File: src/hdl/sstd_pkg.sv
// Package for the sparse size table: sizes, entry layout, command codes,
// and the controller/datapath command and status structs. No dependencies.
`timescale 1ns / 1ps
`default_nettype none
package sstd_pkg;

    localparam int ENTRIES = 64;
    localparam int IDX_W   = (ENTRIES > 1) ? $clog2(ENTRIES) : 1;
    localparam int CNT_W   = $clog2(ENTRIES + 1);
    localparam int KEY_W   = 20;
    localparam int SIZE_W  = 12;

    localparam logic [SIZE_W-1:0] RESET_DEFAULT_SIZE = 12'd25;

    localparam logic CMD_LOOKUP = 1'b0;
    localparam logic CMD_SET    = 1'b1;

    typedef struct packed {
        logic [KEY_W-1:0]  key;
        logic [SIZE_W-1:0] size;
    } entry_t;

    // controller -> datapath
    typedef struct packed {
        logic start;    // latch the accepted transaction, rewind the scan
        logic advance;  // issue the next table read
        logic finish;   // commit result and table update
    } ctrl_cmd_t;

    // datapath -> controller
    typedef struct packed {
        logic match;    // registered read entry holds the key
        logic miss;     // all valid entries scanned, no match
        logic out_free; // result register can take a new result
    } dp_status_t;

endpackage
`default_nettype wire

File: src/hdl/sparse_size_table_with_default.sv
// Sparse size table with default: a controller (sstd_ctrl) and a datapath
// (sstd_dpath) joined by command/status structs. Depends on sstd_pkg.
//
// Usage:
//   s_* channel: one transaction per item. s_cmd = lookup or set, s_row_index
//     is the key, s_new_size the size stored by a set.
//   m_* channel: one result per item: m_size_out, m_hit, m_dropped.
//   cfg_* channel: writes default_size (12 bits); cfg_ready is always high.
//     Write only while no item is in flight.
// Scan:
//   Stored entries are scanned in insertion order, one memory read per cycle
//   from a single-port entry memory with registered read data, up to all 64
//   entries of a full table. The scan stops at the first matching slot or
//   after the last stored entry; an empty table misses without a memory read.
//   The next item is accepted only after the previous one is committed.
//   The result register lets a new item be accepted and scanned while the
//   previous result still waits; a stalled receiver holds the next commit.
// Reset:
//   aresetn (synchronous, active low) empties the table (count to zero) and
//   sets default_size to 25. Memory contents are not cleared.
`timescale 1ns / 1ps
`default_nettype none
module sparse_size_table_with_default (
    input  wire logic                          aclk,
    input  wire logic                          aresetn,
    input  wire logic                          s_valid,
    output logic                               s_ready,
    input  wire logic                          s_cmd,
    input  wire logic [sstd_pkg::KEY_W-1:0]    s_row_index,
    input  wire logic [sstd_pkg::SIZE_W-1:0]   s_new_size,
    output logic                               m_valid,
    input  wire logic                          m_ready,
    output logic [sstd_pkg::SIZE_W-1:0]        m_size_out,
    output logic                               m_hit,
    output logic                               m_dropped,
    input  wire logic                          cfg_valid,
    output logic                               cfg_ready,
    input  wire logic [sstd_pkg::SIZE_W-1:0]   cfg_data
);

    sstd_pkg::ctrl_cmd_t  cmd;
    sstd_pkg::dp_status_t status;

    // sequencing: accept, scan, commit
    sstd_ctrl u_ctrl (
        .aclk    (aclk),
        .aresetn (aresetn),
        .s_valid (s_valid),
        .s_ready (s_ready),
        .status  (status),
        .cmd     (cmd)
    );

    // storage, compare and result register
    sstd_dpath u_dpath (
        .aclk        (aclk),
        .aresetn     (aresetn),
        .s_cmd       (s_cmd),
        .s_row_index (s_row_index),
        .s_new_size  (s_new_size),
        .m_valid     (m_valid),
        .m_ready     (m_ready),
        .m_size_out  (m_size_out),
        .m_hit       (m_hit),
        .m_dropped   (m_dropped),
        .cfg_valid   (cfg_valid),
        .cfg_ready   (cfg_ready),
        .cfg_data    (cfg_data),
        .cmd         (cmd),
        .status      (status)
    );

endmodule
`default_nettype wire

File: src/hdl/sstd_ctrl.sv
// Controller for the sparse size table: accepts a transaction, runs the scan,
// issues the commit. Depends on sstd_pkg.
`timescale 1ns / 1ps
`default_nettype none
module sstd_ctrl (
    input  wire logic               aclk,
    input  wire logic               aresetn,
    input  wire logic               s_valid,
    output logic                    s_ready,
    input  sstd_pkg::dp_status_t    status,
    output sstd_pkg::ctrl_cmd_t     cmd
);

    typedef enum logic [1:0] {
        ST_IDLE = 2'b01,
        ST_SCAN = 2'b10
    } state_t;

    state_t state_reg, state_next;

    always_ff @(posedge aclk) begin
        if (!aresetn) begin
            state_reg <= ST_IDLE;
        end else begin
            state_reg <= state_next;
        end
    end

    always_comb begin
        state_next  = state_reg;
        s_ready     = 1'b0;
        cmd.start   = 1'b0;
        cmd.advance = 1'b0;
        cmd.finish  = 1'b0;
        case (state_reg)
            ST_IDLE: begin
                s_ready = 1'b1;
                if (s_valid) begin
                    cmd.start  = 1'b1;
                    state_next = ST_SCAN;
                end
            end
            ST_SCAN: begin
                if (status.match || status.miss) begin
                    // hold the scan until the result register frees up
                    if (status.out_free) begin
                        cmd.finish = 1'b1;
                        state_next = ST_IDLE;
                    end
                end else begin
                    cmd.advance = 1'b1;
                end
            end
            default: begin
                state_next = ST_IDLE;
            end
        endcase
    end

endmodule
`default_nettype wire

File: src/hdl/sstd_dpath.sv
// Datapath for the sparse size table: entry memory, scan pointer, entry count,
// default size register and result register. Depends on sstd_pkg.
`timescale 1ns / 1ps
`default_nettype none
module sstd_dpath (
    input  wire logic                          aclk,
    input  wire logic                          aresetn,
    input  wire logic                          s_cmd,
    input  wire logic [sstd_pkg::KEY_W-1:0]    s_row_index,
    input  wire logic [sstd_pkg::SIZE_W-1:0]   s_new_size,
    output logic                               m_valid,
    input  wire logic                          m_ready,
    output logic [sstd_pkg::SIZE_W-1:0]        m_size_out,
    output logic                               m_hit,
    output logic                               m_dropped,
    input  wire logic                          cfg_valid,
    output logic                               cfg_ready,
    input  wire logic [sstd_pkg::SIZE_W-1:0]   cfg_data,
    input  sstd_pkg::ctrl_cmd_t                cmd,
    output sstd_pkg::dp_status_t               status
);

    localparam logic [sstd_pkg::CNT_W-1:0] FULL = sstd_pkg::CNT_W'(sstd_pkg::ENTRIES);

    sstd_pkg::entry_t mem [sstd_pkg::ENTRIES];

    // transaction latched at accept
    logic                          op_reg;
    logic [sstd_pkg::KEY_W-1:0]    key_reg;
    logic [sstd_pkg::SIZE_W-1:0]   size_reg;

    logic [sstd_pkg::SIZE_W-1:0]   default_size_reg;
    logic [sstd_pkg::CNT_W-1:0]    count_reg, count_next;
    logic [sstd_pkg::CNT_W-1:0]    rd_addr_reg;
    logic                          q_vld_reg;
    logic [sstd_pkg::IDX_W-1:0]    q_idx_reg;
    sstd_pkg::entry_t              q_reg;

    logic                          out_valid_reg, out_valid_next;
    logic [sstd_pkg::SIZE_W-1:0]   out_size_reg, out_size_next;
    logic                          out_hit_reg, out_hit_next;
    logic                          out_drop_reg, out_drop_next;

    logic                          rd_en;
    logic                          we;
    logic [sstd_pkg::IDX_W-1:0]    wr_addr;
    logic                          room;

    assign cfg_ready = 1'b1;
    assign room      = (count_reg != FULL);
    assign rd_en     = cmd.advance && (rd_addr_reg != count_reg);

    assign status.match    = q_vld_reg && (q_reg.key == key_reg);
    assign status.miss     = !q_vld_reg && (rd_addr_reg == count_reg);
    assign status.out_free = !out_valid_reg || m_ready;

    // result and table update
    always_comb begin
        out_size_next  = out_size_reg;
        out_hit_next   = out_hit_reg;
        out_drop_next  = out_drop_reg;
        out_valid_next = out_valid_reg && !m_ready;
        count_next     = count_reg;
        we             = 1'b0;
        wr_addr        = q_idx_reg;
        if (cmd.finish) begin
            out_valid_next = 1'b1;
            out_hit_next   = status.match;
            out_drop_next  = 1'b0;
            if (status.match) begin
                if (op_reg == sstd_pkg::CMD_SET) begin
                    we            = 1'b1;
                    out_size_next = size_reg;
                end else begin
                    out_size_next = q_reg.size;
                end
            end else if (op_reg == sstd_pkg::CMD_LOOKUP) begin
                out_size_next = default_size_reg;
            end else if (room) begin
                we            = 1'b1;
                wr_addr       = count_reg[sstd_pkg::IDX_W-1:0];
                count_next    = count_reg + 1'b1;
                out_size_next = size_reg;
            end else begin
                out_size_next = default_size_reg;
                out_drop_next = 1'b1;
            end
        end
    end

    always_ff @(posedge aclk) begin
        if (rd_en) begin
            q_reg <= mem[rd_addr_reg[sstd_pkg::IDX_W-1:0]];
        end
        if (we) begin
            mem[wr_addr] <= '{key: key_reg, size: size_reg};
        end
    end

    always_ff @(posedge aclk) begin
        if (cmd.start) begin
            op_reg   <= s_cmd;
            key_reg  <= s_row_index;
            size_reg <= s_new_size;
        end
        if (rd_en) begin
            q_idx_reg <= rd_addr_reg[sstd_pkg::IDX_W-1:0];
        end
        out_size_reg <= out_size_next;
        out_hit_reg  <= out_hit_next;
        out_drop_reg <= out_drop_next;
    end

    always_ff @(posedge aclk) begin
        if (!aresetn) begin
            default_size_reg <= sstd_pkg::RESET_DEFAULT_SIZE;
            count_reg        <= '0;
            rd_addr_reg      <= '0;
            q_vld_reg        <= 1'b0;
            out_valid_reg    <= 1'b0;
        end else begin
            if (cfg_valid) begin
                default_size_reg <= cfg_data;
            end
            count_reg     <= count_next;
            out_valid_reg <= out_valid_next;
            if (cmd.start) begin
                rd_addr_reg <= '0;
                q_vld_reg   <= 1'b0;
            end else if (cmd.advance) begin
                q_vld_reg <= rd_en;
                if (rd_en) begin
                    rd_addr_reg <= rd_addr_reg + 1'b1;
                end
            end
        end
    end

    assign m_valid    = out_valid_reg;
    assign m_size_out = out_size_reg;
    assign m_hit      = out_hit_reg;
    assign m_dropped  = out_drop_reg;

`ifndef SYNTH
    a_count_bound: assert property (@(posedge aclk) disable iff (!aresetn)
        count_reg <= FULL)
        else $error("entry count above capacity");

    a_drop_full: assert property (@(posedge aclk) disable iff (!aresetn)
        (out_valid_reg && out_drop_reg) |-> (!out_hit_reg && count_reg == FULL))
        else $error("drop flagged with room left or on a hit");

    a_append: assert property (@(posedge aclk) disable iff (!aresetn)
        (cmd.finish && status.miss && op_reg == sstd_pkg::CMD_SET && room)
        |=> (count_reg == $past(count_reg) + 1'b1))
        else $error("append did not grow the table");

    a_finish_valid: assert property (@(posedge aclk) disable iff (!aresetn)
        cmd.finish |=> out_valid_reg)
        else $error("commit produced no result");
`endif

endmodule
`default_nettype wire
File: config.mk
export PLATFORM = sky130hd
export DESIGN_NAME = sparse_size_table_with_default
export DESIGN_NICKNAME = d
export VERILOG_FILES = /design/src/hdl/sstd_pkg.sv /design/src/hdl/sparse_size_table_with_default.sv /design/src/hdl/sstd_ctrl.sv /design/src/hdl/sstd_dpath.sv
export SDC_FILE = /design/constraint.sdc
export NUM_CORES = 2
export LEC_CHECK = 0
export ABC_AREA = 1
export ABC_CLOCK_PERIOD_IN_PS = 14940
export BUFFER_PORTS_ARGS = -buffer_cell sky130_fd_sc_hd__buf_4
export CAP_MARGIN = 30
export CORE_MARGIN = 2
export CORE_UTILIZATION = 35
export DETAILED_ROUTE_END_ITERATION = 10
export PLACE_DENSITY = 0.57
export SYNTH_ARGS = -nofsm -noshare
export SYNTH_HDL_FRONTEND = slang
export SYNTH_HIERARCHICAL = 1
export SYNTH_SLANG_ARGS = --single-unit
export TNS_END_PERCENT = 50
File: constraint.sdc
create_clock -name aclk -period 14.94 [get_ports aclk]
set_input_delay 0 -clock aclk [delete_from_list [all_inputs] [get_ports aclk]]
set_output_delay 0 -clock aclk [all_outputs]
set_load 0.005 [all_outputs]
=== Word level (Yosys, flattened, before mapping) ===
Memories as Yosys holds them, arrays and structs flattened. A register that Yosys moved wholly into a read port is not among the register bits.
Index checks and enable logic that the tools add are counted.

* Word-level logic and storage cells: 70
* Input bits: 50
* Flip-flop bits (word level): 83
* Memory bits (writable): 2,048
* Memories kept: 1
* Output and inout bits: 17

{| class="wikitable"
|+ Memories
! name !! words !! bits a word !! rd ports !! clocked after memory_dff !! write ports !! line !! source
|-
| u_dpath.mem || 64 || 32 || 1 || 1 || 1 || sstd_dpath.sv:25 || <nowiki>sstd_pkg::entry_t mem [sstd_pkg::ENTRIES];</nowiki>
|}

* Bitwise gates (word level): 3
* Reduce and logical (&&, ||, !) cells: 14
* $add $sub $neg: 2
* Equality and inequality tests: 9
* Mux-type cells: 28

{| class="wikitable"
|+ Operator list
! kind !! number
|-
| 12-bit two-way mux || 4
|-
| 6-bit two-way mux || 4
|-
| 20-bit == test || 1
|-
| 1-bit two-way mux || 15
|-
| 7-bit by 1-bit adder with 7-bit output, second input constant || 2
|-
| 2-bit two-way mux || 4
|-
| 7-bit == test || 1
|-
| 7-bit != test || 1
|-
| 7-bit != test, second input constant || 1
|-
| 1-bit logical AND || 4
|-
| 2-bit != test, second input constant || 2
|-
| 2-bit one-hot mux with 2 select lines || 1
|-
| 4-bit AND reduction || 1
|-
| 2-bit OR reduction || 2
|-
| 1-bit zero test || 3
|-
| 1-bit NOT || 3
|-
| 3-bit AND reduction || 1
|-
| 2-bit by 1-bit == test with 1-bit output, second input constant || 1
|-
| 2-bit == test, second input constant || 1
|-
| 1-bit logical OR || 2
|-
| 2-bit by 1-bit != test with 1-bit output, second input constant || 1
|-
| 2-bit AND reduction || 1
|}

=== Logic depth before layout (Yosys ltp) ===
* Depth after elaboration: 8
* Mapped depth: 21
* Mapped depth without buffers: 19

=== Modules after synthesis ===
The synthesis kept the hierarchy.

{| class="wikitable"
|+ By module, submodules not included
! module !! seq. area each (µm²) !! area an instance (µm²) !! times used !! cells each
|-
| sstd_dpath || 64,612.0 || 84,428.5 || 1 || 6,322
|-
| sstd_ctrl || 40.0 || 105.1 || 1 || 16
|}

=== Worst setup path before layout ===
Ideal clock, no wire load.

* Path type: reg2reg
* From: register u_dpath/key_reg[0] (netlist name)
* To: memory u_dpath/mem[0][0] (netlist name), enable pin
* Buffers on the path: 2
* Arrival time: 5.343 ns
* Slack: 9.176 ns
* Library setup time: 0.421 ns
* Required time: 14.519 ns
* Cell stages (with the launch flop): 21
* Clock period less this slack: 5.764 ns
* Cell sequence: edfxtp_1 inv_1 nand2_1 nand2_1 nor2_1 nand2_1 nor2_1 nand3_4 clkbuf_1 inv_1 o21ai_1 nor2_1 inv_1 nor2_8 nand2_4 buf_6 nand2_1 nand2_2 nor2_2 nand3_2 nor2_1

{| class="wikitable"
|+ RTL lines
! element !! line !! source
|-
| from (decl) || sstd_dpath.sv:29 || <nowiki>logic [sstd_pkg::KEY_W-1:0] key_reg;</nowiki>
|-
| from (signal assigned) || sstd_dpath.sv:103 || <nowiki>key_reg <= s_row_index;</nowiki>
|-
| to (decl) || sstd_dpath.sv:25 ||
|}

==> summary.md <==
| Metric | Value |
|---|---|
| Post-route non-filler standard cell count | `9843` |
| Lkg Pwr | `31.4 nW` |
| Crit Path Max Fanout | `42` |
| Post-CTS Resized | `0` |
| Class of the worst hold path | `primary input to flop` |
| Initial antenna violation count | `17` |
| RSZ-0062 raised after global routing | `false` |
| Die area | `245000 um2` |
| Sequential cell area | `64700 um2` |
| Total GRT Usage | `20.5%` |
| Measured slew at the worst slew-check pin | `1060 ps` |
| Critical path endpoint category | `flop` |
| IO Port Bufs | `65` |
| Fin crit period | `6190 ps` |
| Synth-to-layout area growth | `16.0%` |
| Pin count of the biggest net entering global routing | `180` |
| Synth warn | `6` |
| Cell type with the largest total area after synthesis | `edfxtp_1` |
| Most common cell after layout, fill and taps aside | `edfxtp_1` |
| Via density | `5.53` |
| Clock sinks | `2163` |
| Yosys cell types | `41` |
| Register bit total from synthesis | `2163` |
| Clock latency on the worst-skew pair | `850 ps` |
| Max reg flops | `2048` |
| Final Skew | `44.7 ps` |
| Nets | `6531` |
| Dpl hpwl | `149000 um` |
| Max stage delay on crit path | `1030 ps` |
| Final hold viol count | `0` |
| Post-Syn Area per Cell | `13.3 um2` |
| First-pass GRT wire length | `367000 um` |
| Ys async rst share | `0%` |
| Worst path cell trace | `buf_4 -> inv_1 -> nand2_1 -> nand2_1 -> nor2_1 -> nand2_1 -> nor2_2 -> nand3_4 -> inv_1 -> o21ai_1 -> nor2_1 -> inv_1 -> nor2_8 -> nand2_4 -> nand2_1 -> nand2_2 -> nor2_2 -> nand3_2 -> nor2_4 -> buf_16` |
| Final Max Slew Viols | `0` |
| Mapped Cells | `6338` |
| Req. time, crit path | `15470 ps` |
| Final cell utilization of the core | `40.8%` |
| Post-route DRC | `0` |
| Number of synthesized flops with an enable pin | `2133` |
| PnR worst setup slack | `8750 ps` |
| Pre-CTS setup slack | `8790 ps` |
| Slowest library cell on the worst path | `edfxtp_1` |
| Initial DRC Count | `7550` |
| Slew HR | `29.6%` |
| Status | `completed` |
| VDD IR max | `0.101 mV` |
| Fraction of layout cells with a size suffix above 1 | `9.69%` |
| Cells after DPL | `9319` |
| Startpoint Class | `flop` |
| Dominant synthesized flop cell | `edfxtp_1` |
| Detail Route Antenna Nets | `0` |
| Tcrit/Tclk final | `41.4%` |
| Initial Util | `35.2%` |
| CP dominant cell by count | `nand2_1` |
| Max_cap viols | `0` |
| CTS tree | `yes` |
| Placer congestion estimate | `0.862` |
| PD cells | `126 nW/um2` |
| DR WL/cell | `26.1 um` |
| Worst Path Arrival | `6720 ps` |
| Top-area cell type share of the netlist area | `75.8%` |
| Clk buf depth | `3` |
| Via count | `54400` |
| Synthesized cell area | `84500 um2` |
| Die H | `495 um` |
| Mapped Nets | `6391` |
| Core Region | `240000 um2` |
| Fmax achieved | `162 MHz` |
| Most frequent cells in the layout | `edfxtp_1 (2133), nor2_1 (1137), o21ai_0 (1084)` |
| Largest cells by area after synthesis | `edfxtp_1 (76%), o21ai_0 (6.4%), nor2_1 (5.3%)` |
| Seq/Total Area, Yosys | `76.5%` |
| Num CTS Buffers | `222` |
| Cell Rows | `180` |
| GRT overflow | `0` |
| Layout filler cell count | `21900` |
| Setup TNS | `0 ps` |
| H-tree depth | `4` |
| Drt pass-1 iters | `6` |
| Clock transition at path regs | `60 ps` |
| Die Wd | `495 um` |
| Final setup vio count | `0` |
| IO Pins | `67` |
| CTS root buf | `clkbuf_16` |
| Reg2Reg Depth | `20` |
| Vias in the first global route | `50600` |
| Hold path depth | `2` |
| Area occupied by multi-input gates | `18300 um2` |
| Final WL | `257000 um` |
| Kind of critical path | `flop to flop` |
## synth_stat cells (all sizes together), types with 8 or more instances
master	count
edfxtp	2133
nor2	1208
o21ai	1087
nand2	400
clkbuf	348
o22ai	286
nand3	247
o221ai	139
o211ai	122
a21oi	99
buf	91
inv	78
dfxtp	30
nand4	27
mux2i	12
xor2	8
## what timing repair did
action | CTS | global route
hold buffers | 119 | 0
endpoints found under the hold margin | 67 | 0
endpoints found under the setup margin | 0 | 0
buffers inserted | 0 | 0
## final cells by class
type | instances | area share [%]
Timing Repair Buffer | 355 | 3.81
Clock inverter | 122 | 1.15
Antenna cell | 1 | 0.00255
Tap cell | 3185 | 4.06
Sequential cell | 2163 | 65.9
Inverter | 82 | 0.342
Clock buffer | 281 | 6.00
Multi-Input combinational cell | 3654 | 18.7
## stage by stage
| stage | hold slack, ps | instance area, um2 | total power [mW] |
|---|---|---|---|
| 2_1_floorplan | 68.7 | 84500 | 6.90 |
| 3_3_place_gp | 179 | 88900 | 7.04 |
| 3_5_place_dp | 180 | 89800 | 7.05 |
| 4_1_cts | 17.8 | 98000 | 12.4 |
| 5_1_grt | 41.0 | 98100 | 12.7 |
| 6_report | 46.2 | 98100 | 12.3 |
## logic make-up after synthesis
group,share of synthesized area [%]
compound gates,11.7
xor+xnor,0.114
fa+ha+maj,0.0444
buf+inv,2.43
flops,76.5
mux,0.142
other cells,0.00444
simple gates,9.08
## report_power, final
part | internal (mW) | switching, mW
logic | 0.0520 | 0.190
registers | 6.69 | 0.0107
clock network | 3.12 | 2.28
## worst paths after layout
kind	slack, ps	start	to
min reg2reg	520	u_dpath/rd_addr_reg[6]	u_dpath/rd_addr_reg[6]
max reg2reg	8750	u_dpath/key_reg[6]	u_dpath/mem[2][17]
min	50	s_row_index[11]	u_dpath/key_reg[11]
max	8750	u_dpath/key_reg[6]	u_dpath/mem[2][17]
## per-layer routing
layer | vias to the layer above | global-route usage [%] | wire length, um
met2 | 2496 | 31.5 | 118000
met1 | 27500 | 29.5 | 108000
met3 | 383 | 3.28 | 22200
li1 | 24000 | - | -
met4 | 6 | 6.79 | 8530
met5 | - | 0 | 37
## worst max-delay path, delay by kind of cell, from the launching register on
family	cells	cell delay (ps)
and+or+nand+nor	14	3340
AOI/OAI and AO/OA	1	100
DFF	1	1030
buffers and inverters	5	1310
No activity file was read; power rests on OpenSTA's default activity.
